## config.mk

```make
export PLATFORM = sky130hd
export DESIGN_NAME = post_column_clip_decoder_unit
export DESIGN_NICKNAME = d
export VERILOG_FILES = /design/src/hdl/pcd_pkg.sv /design/src/hdl/pcd_obuf.sv /design/src/hdl/post_column_clip_decoder_unit.sv
export SDC_FILE = /design/constraint.sdc
export NUM_CORES = 1
export LEC_CHECK = 0
export BUFFER_PORTS_ARGS = -buffer_cell sky130_fd_sc_hd__buf_4
export CAP_MARGIN = 10
export CELL_PAD_IN_SITES_DETAIL_PLACEMENT = 1
export CELL_PAD_IN_SITES_GLOBAL_PLACEMENT = 2
export CORE_MARGIN = 8
export CORE_UTILIZATION = 39
export DETAILED_ROUTE_END_ITERATION = 6
export GPL_ROUTABILITY_DRIVEN = 0
export MAX_ROUTING_LAYER = met4
export PLACE_DENSITY = 0.83
export SLEW_MARGIN = 25
export SYNTH_ARGS = -nofsm -noshare
export SYNTH_HDL_FRONTEND = slang
export SYNTH_SLANG_ARGS = --single-unit
```

## constraint.sdc

```tcl
create_clock -name clk -period 8.2 [get_ports clk]
set_input_delay 1.64 -clock clk [delete_from_list [all_inputs] [get_ports clk]]
set_output_delay 1.64 -clock clk [all_outputs]
set_load 0.005 [all_outputs]
```

## src/hdl/pcd_pkg.sv

```systemverilog
`default_nettype none
package pcd_pkg;

	// Column stream terminator
	localparam logic [7:0] END_MARK = 8'hFF;

	// Field widths
	localparam int ROW_W    = 12;
	localparam int PIXEL_W  = 8;
	localparam int ORIGIN_W = 16;
	localparam int CURROW_W = 18;

	// Register file
	localparam int PADDR_W = 3;
	localparam int PDATA_W = 32;
	localparam logic REG_ORIGIN = 1'b0;
	localparam logic REG_HEIGHT = 1'b1;

	localparam logic [ORIGIN_W-1:0] ORIGIN_RESET = 16'd0;
	localparam logic [ROW_W-1:0]    HEIGHT_RESET = 12'd128;

	// Parser phases
	typedef enum logic [2:0] {
		PH_TOP      = 3'd0,
		PH_LEN      = 3'd1,
		PH_PAD_HEAD = 3'd2,
		PH_PIXELS   = 3'd3,
		PH_PAD_TAIL = 3'd4
	} phase_t;

	// One result item
	typedef struct packed {
		logic               write_valid;
		logic [ROW_W-1:0]   row;
		logic [PIXEL_W-1:0] pixel;
		logic               column_end;
	} result_t;

endpackage
`default_nettype wire

```

## src/hdl/pcd_obuf.sv

```systemverilog
`default_nettype none
module pcd_obuf (
	input  wire              clk,
	input  wire              arst_n,
	input  wire              push,
	input  pcd_pkg::result_t push_data,
	output logic             full,
	output logic             out_valid,
	input  wire              out_ready,
	output pcd_pkg::result_t out_data
);
	import pcd_pkg::*;

	logic    out_valid_q;
	logic    skid_valid_q;
	result_t out_data_q;
	result_t skid_data_q;
	logic    pop;

	assign pop       = out_valid_q && out_ready;
	assign full      = skid_valid_q;
	assign out_valid = out_valid_q;
	assign out_data  = out_data_q;

	// Track occupancy of the output and skid entries
	always_ff @(posedge clk or negedge arst_n) begin
		if (!arst_n) begin
			out_valid_q  <= 1'b0;
			skid_valid_q <= 1'b0;
		end else begin
			if (pop) begin
				if (push) begin
					out_valid_q <= 1'b1;
				end else begin
					out_valid_q  <= skid_valid_q;
					skid_valid_q <= 1'b0;
				end
			end else if (push) begin
				if (out_valid_q) begin
					skid_valid_q <= 1'b1;
				end else begin
					out_valid_q <= 1'b1;
				end
			end
		end
	end

	// Move payloads; a push only happens while the skid entry is empty
	always_ff @(posedge clk) begin
		if (pop) begin
			if (push) begin
				out_data_q <= push_data;
			end else begin
				out_data_q <= skid_data_q;
			end
		end else if (push) begin
			if (out_valid_q) begin
				skid_data_q <= push_data;
			end else begin
				out_data_q <= push_data;
			end
		end
	end

endmodule
`default_nettype wire

```

## src/hdl/post_column_clip_decoder_unit.sv

```systemverilog
// Channel   Direction  Handshake              Payload
// input     in         in_valid / in_ready    column_byte
// result    out        out_valid / out_ready  write_valid, row, pixel, column_end
// config    in         APB psel / penable     paddr, pwdata, prdata
//
// One column byte is taken per cycle while in_ready is high; its result, if
// any, is registered. The parser state is one short add and compare deep.
// A two-entry result buffer (output register plus skid) keeps input flowing
// while a result waits; in_ready drops only when both entries are full.
// Reset puts the parser at the top-offset byte, origin_row 0, height 128.
`default_nettype none
module post_column_clip_decoder_unit (
	input  wire                         clk,
	input  wire                         arst_n,
	// Column byte stream
	input  wire                         in_valid,
	output logic                        in_ready,
	input  wire  [7:0]                  column_byte,
	// Results
	output logic                        out_valid,
	input  wire                         out_ready,
	output logic                        write_valid,
	output logic [pcd_pkg::ROW_W-1:0]   row,
	output logic [pcd_pkg::PIXEL_W-1:0] pixel,
	output logic                        column_end,
	// Configuration
	input  wire                         psel,
	input  wire                         penable,
	input  wire                         pwrite,
	input  wire  [pcd_pkg::PADDR_W-1:0] paddr,
	input  wire  [pcd_pkg::PDATA_W-1:0] pwdata,
	output logic [pcd_pkg::PDATA_W-1:0] prdata,
	output logic                        pready
);
	import pcd_pkg::*;

	logic [ORIGIN_W-1:0] origin_row_q;
	logic [ROW_W-1:0]    column_height_q;

	phase_t              phase_q, phase_d;
	logic [CURROW_W-1:0] cur_row_q, cur_row_d;
	logic [7:0]          bytes_left_q, bytes_left_d;

	logic    accept;
	logic    res_push;
	result_t res;
	result_t out_res;
	logic    skid_full;
	logic    row_inside;
	logic    reg_idx;
	logic    cfg_write;

	// Configuration port
	assign pready    = 1'b1;
	assign reg_idx   = paddr[2];
	assign cfg_write = psel && penable && pwrite;

	always_ff @(posedge clk or negedge arst_n) begin
		if (!arst_n) begin
			origin_row_q    <= ORIGIN_RESET;
			column_height_q <= HEIGHT_RESET;
		end else if (cfg_write) begin
			if (reg_idx == REG_ORIGIN) begin
				origin_row_q <= pwdata[ORIGIN_W-1:0];
			end else begin
				column_height_q <= pwdata[ROW_W-1:0];
			end
		end
	end

	always_comb begin
		if (reg_idx == REG_ORIGIN) begin
			prdata = {{(PDATA_W-ORIGIN_W){origin_row_q[ORIGIN_W-1]}}, origin_row_q};
		end else begin
			prdata = {{(PDATA_W-ROW_W){1'b0}}, column_height_q};
		end
	end

	// Input handshake
	assign in_ready = !skid_full;
	assign accept   = in_valid && in_ready;

	// Row window check on the current pixel row
	assign row_inside = !cur_row_q[CURROW_W-1] &&
		(cur_row_q[CURROW_W-2:0] < {{(CURROW_W-1-ROW_W){1'b0}}, column_height_q});

	// Parse one byte
	always_comb begin
		phase_d      = phase_q;
		cur_row_d    = cur_row_q;
		bytes_left_d = bytes_left_q;
		res_push     = 1'b0;
		res          = '0;
		case (phase_q)
			PH_LEN: begin
				bytes_left_d = column_byte;
				phase_d      = PH_PAD_HEAD;
			end
			PH_PAD_HEAD: begin
				phase_d = (bytes_left_q != 8'd0) ? PH_PIXELS : PH_PAD_TAIL;
			end
			PH_PIXELS: begin
				cur_row_d    = cur_row_q + {{(CURROW_W-1){1'b0}}, 1'b1};
				bytes_left_d = bytes_left_q - 8'd1;
				if (bytes_left_q == 8'd1) begin
					phase_d = PH_PAD_TAIL;
				end
				if (row_inside) begin
					res_push        = 1'b1;
					res.write_valid = 1'b1;
					res.row         = cur_row_q[ROW_W-1:0];
					res.pixel       = column_byte;
				end
			end
			PH_PAD_TAIL: begin
				phase_d = PH_TOP;
			end
			default: begin
				if (column_byte == END_MARK) begin
					phase_d        = PH_TOP;
					bytes_left_d   = 8'd0;
					res_push       = 1'b1;
					res.column_end = 1'b1;
				end else begin
					cur_row_d = {{(CURROW_W-ORIGIN_W){origin_row_q[ORIGIN_W-1]}}, origin_row_q}
						+ {{(CURROW_W-8){1'b0}}, column_byte};
					phase_d   = PH_LEN;
				end
			end
		endcase
	end

	// Advance parser state on each transfer
	always_ff @(posedge clk or negedge arst_n) begin
		if (!arst_n) begin
			phase_q      <= PH_TOP;
			cur_row_q    <= '0;
			bytes_left_q <= 8'd0;
		end else if (accept) begin
			phase_q      <= phase_d;
			cur_row_q    <= cur_row_d;
			bytes_left_q <= bytes_left_d;
		end
	end

	// Result buffer
	pcd_obuf u_obuf (
		.clk       (clk),
		.arst_n    (arst_n),
		.push      (accept && res_push),
		.push_data (res),
		.full      (skid_full),
		.out_valid (out_valid),
		.out_ready (out_ready),
		.out_data  (out_res)
	);

	assign write_valid = out_res.write_valid;
	assign row         = out_res.row;
	assign pixel       = out_res.pixel;
	assign column_end  = out_res.column_end;

`ifndef SYNTHESIS
	// A result is either a pixel write or a column end, never both or neither
	a_result_kind: assert property (@(posedge clk) disable iff (!arst_n)
		out_valid |-> (write_valid ^ column_end))
		else $error("result is neither a single write nor a single column end");

	// Pixel phase always has pixels left to consume
	a_pixels_left: assert property (@(posedge clk) disable iff (!arst_n)
		(phase_q == PH_PIXELS) |-> (bytes_left_q != 8'd0))
		else $error("pixel phase with no pixels left");

	// A pending write lies inside the column
	a_row_inside: assert property (@(posedge clk) disable iff (!arst_n)
		(out_valid && write_valid) |-> (row < column_height_q))
		else $error("write row outside the column");

	// The last pixel of a post leads to the trailing pad
	a_post_close: assert property (@(posedge clk) disable iff (!arst_n)
		(accept && phase_q == PH_PIXELS && bytes_left_q == 8'd1) |=> (phase_q == PH_PAD_TAIL))
		else $error("post did not close after its last pixel");
`endif

endmodule
`default_nettype wire
```

==> impl_results.md <==
- Inserted Diodes: 0
- Max VDD drop: 0.0001097 V
- Flop pwr share: 40.3%
- # DRC: 0
- Hold WS: 0.5169 ns
- Reg area: 2799 um2
- Final Cell Area: 6885 um2
- Final worst-path cycle share: around 55%
- Slew HR: between 30% and 40%
- CTS tree: built
- Syn Area/Cell: 10.57 um2
- Post-synth top area share: 24.69%
- Number of synthesized flops with an enable pin: 44
- WL/cell: a little under 20 um
- Setup tns final: 0 ns
- CP required: 6.56 ns
- Chip Height: 138.8 um
- Post-Syn Nets: 629
- CP Capture Type: primary output
- Leading post-synthesis cells by cell area: dfrtp_1 25%, edfxtp_1 22%, mux2_2 7.3%, ha_1 4.7%, o21ai_0 3.6%
- Cell Area, Synth: a little under 6000 um2
- Worst-margin pin slew: just under 1 ns
- Combinational Power Share: 36.4%
- Port Buffers: 87
- Max_cap viols: 0
- HPWL after DPL: 11.95 mm
- Switching share of power: 38.44%
- Cell Rows: 45
- TritonRoute pass-1 iters: 4
- Initial antenna violation count: 0
- Setup-failing EPs final: 0
- Register area share after synthesis: 47.62%
- # nets final: 692
- Worst-skew pair later-pin latency: 0.35 ns
- P_sw: 756.3 uW
- First-pass GRT wire length: 26.66 mm
- # Post-CTS Setup Buffers: 0
- Gate Count Post-Synth: 556
- Starting density of the core: 39.25%
- Layout cells sized above 1: 25.80%
- Post-synthesis async set-or-reset flop share: 57.28%
- Hold Vio Cnt, Final: 0
- CORE AREA: 14980 um2
- Clock tree buffer depth: 2
- Library cells used by synthesis: 67
- Cell taking the most area after synthesis: dfrtp_1
- Seq cells post-synth: 103
- Max Freq: between 0.2 and 0.25 GHz
- Multi-input logic area: 2744 um2
- Placed Area: 6563 um2
- Placed Cells incl. Taps: 795
- Post-CTS Resized: 0
- Die area: 19260 um2
- Worst R2R Setup Slack: around 5.4 ns
- LEAKAGE: 2.827 nW
- Status: finished, final reports clean
- YS warnings: 0
- Tot GR Track Use: 17.56%
- Fillers: 1647
- Internal power: 1.211 mW
- Largest net degree at the start of global routing: 60
- Slew Viols, Final: 0
- Final wirelength: around 16 mm
- Worst Path Max Fanout: 20
- CTS root buf: clkbuf_16
- Dpl ws: about 3.7 ns
- Clk slew on worst S/H paths: 0.07 ns
- Post-route setup slack: approximately 3.7 ns
- Vias in the first global route: 4928
- Crit path launch type: primary input
- Routed Antenna Nets: 0
- Clock skew: 0.006823 ns
- Area Growth Syn to Fin: 17.13%
- CTS sink count: 103
- Kind of critical path: in2out
- Final std cells w/o fill: between 800 and 900
- Clock period minus final worst setup slack: 4.493 ns
- Vias/cell: between 5 and 6
- Power Dens Cells: 285.7 nW/um2
- # hold bufs at CTS: 0
- Num CTS Buffers: 9
- Drt initial violations: 264
- Die width: 138.8 um
- Worst Hold Class: reg2reg
- Clock Power Share: approximately a quarter
- Htree depth: 3
- RSZ-0062 raised after global routing: no
- Crit path DAT: approximately 2.9 ns
- Top_reg_cell synth: dfrtp_1
- Via count: 4579
- IO Count: 107
- GR Overflow Total: 0
cells by family after synthesis:
| logic type | Yosys count | share of synthesized area [%] |
|---|---|---|
| flops | 103 | 47.62 |
| buf+inv | 66 | 6.045 |
| fa+ha+maj | 23 | 5.023 |
| compound gates | 150 | 17.35 |
| xor+xnor | 12 | 1.788 |
| mux | 38 | 7.280 |
| other cells | 1 | 0.06380 |
| simple gates | 163 | 14.84 |
synth_stat cells (4+ instances only):
| cell | count |
|---|---|
| ha_1 | 22 |
| nand4_1 | 10 |
| buf_1 | 4 |
| a22o_1 | 23 |
| nand2b_1 | 9 |
| nor4_1 | 7 |
| nor2b_1 | 7 |
| clkbuf_1 | 8 |
| and2_1 | 19 |
| o21ai_0 | 42 |
| a31oi_1 | 6 |
| buf_4 | 21 |
| nor2_1 | 25 |
| xnor2_1 | 10 |
| a21o_1 | 4 |
| buf_2 | 5 |
| a21oi_1 | 36 |
| nor3_1 | 12 |
| nand3_1 | 11 |
| dfrtp_1 | 58 |
| nand2_1 | 40 |
| edfxtp_1 | 44 |
| inv_1 | 25 |
| o21ai_1 | 5 |
| mux2_2 | 38 |
stage by stage:
stage	util [%]	total power, mW
global route	45.97	2.105
detailed placement	43.82	1.517
CTS	45.87	1.980
floorplan	-	1.284
global placement	43.82	1.473
finish	45.97	1.967
placed cells by master (no fill, tap or decap), types with 3 or more instances in the layout:
master / count
nand4_1: 10
a21o_1: 4
a21oi_1: 36
and4_1: 3
o21ai_0: 42
and2_1: 19
ha_1: 22
nor2b_1: 7
nand2_1: 40
xnor2_1: 10
mux2_2: 38
nand2b_1: 9
inv_1: 25
nor4_1: 7
nand3_1: 11
or3_1: 3
a22o_1: 23
nor2_1: 25
a31oi_1: 6
clkbuf_16: 9
a22oi_1: 3
nor3_1: 12
buf_4: 92
edfxtp_1: 44
o21ai_1: 5
clkbuf_1: 4
dfrtp_1: 58
and3_1: 3
critical path, cell delays in order:
cell and delay, ns:
buf_4 0.19, nor2b_1 0.77, buf_4 0.24
flip-flops by register name, indices dropped and copies added, names as in the netlist:
register,flops
column_height_q,12
u_obuf.out_data,22
u_obuf.out_valid,1
cur_row_q,18
u_obuf.full,1
bytes_left_q,8
phase_q,3
u_obuf.skid_data_q,22
origin_row_q,16
cell type report:
| class | count | share of cell area (%) |
|---|---|---|
| inverters | 25 | 1.363 |
| flip-flops and latches | 103 | 40.65 |
| well taps | 188 | 3.416 |
| clock inverters | 3 | 0.9813 |
| multi-input cells | 387 | 39.85 |
| clock buffers | 13 | 3.489 |
| repair buffers | 93 | 10.25 |
power by group through the flow:
stage	logic, mW	registers, mW	clock network [mW]
2_1_floorplan	0.562	0.723	0
3_3_place_gp	0.685	0.789	0
3_5_place_dp	0.717	0.799	0
4_1_cts	0.723	0.790	0.468
5_1_grt	0.805	0.811	0.489
6_report	0.717	0.793	0.458
path summary, 6_finish.rpt:
| path | end | depth (start not counted) | start |
|---|---|---|---|
| worst min register to register | bytes_left_q[7]$_DFFE_PN0P_ | 2 | bytes_left_q[7]$_DFFE_PN0P_ |
| worst min-delay path | bytes_left_q[7]$_DFFE_PN0P_ | 2 | bytes_left_q[7]$_DFFE_PN0P_ |
| min in group asynchronous | bytes_left_q[3]$_DFFE_PN0P_ | 1 | arst_n |
| worst max-delay path | prdata[19] | 3 | paddr[2] |
| worst max register to register | u_obuf.skid_data_q[19]$_DFFE_PP_ | 9 | column_height_q[7]$_DFFE_PN1P_ |
| max in group asynchronous | cur_row_q[8]$_DFFE_PN0P_ | 1 | arst_n |
layer usage:
metal | global-route usage [%] | vias up | share of wire (%)
met2 | 28.84 | 96 | 49
met5 | - | - | 0
met4 | 5.777 | 0 | 1.4
met3 | 2.272 | 14 | 3.1
li1 | - | 2173 | -
met1 | 22.06 | 2296 | 47
Power figures use the tool's default switching activity.
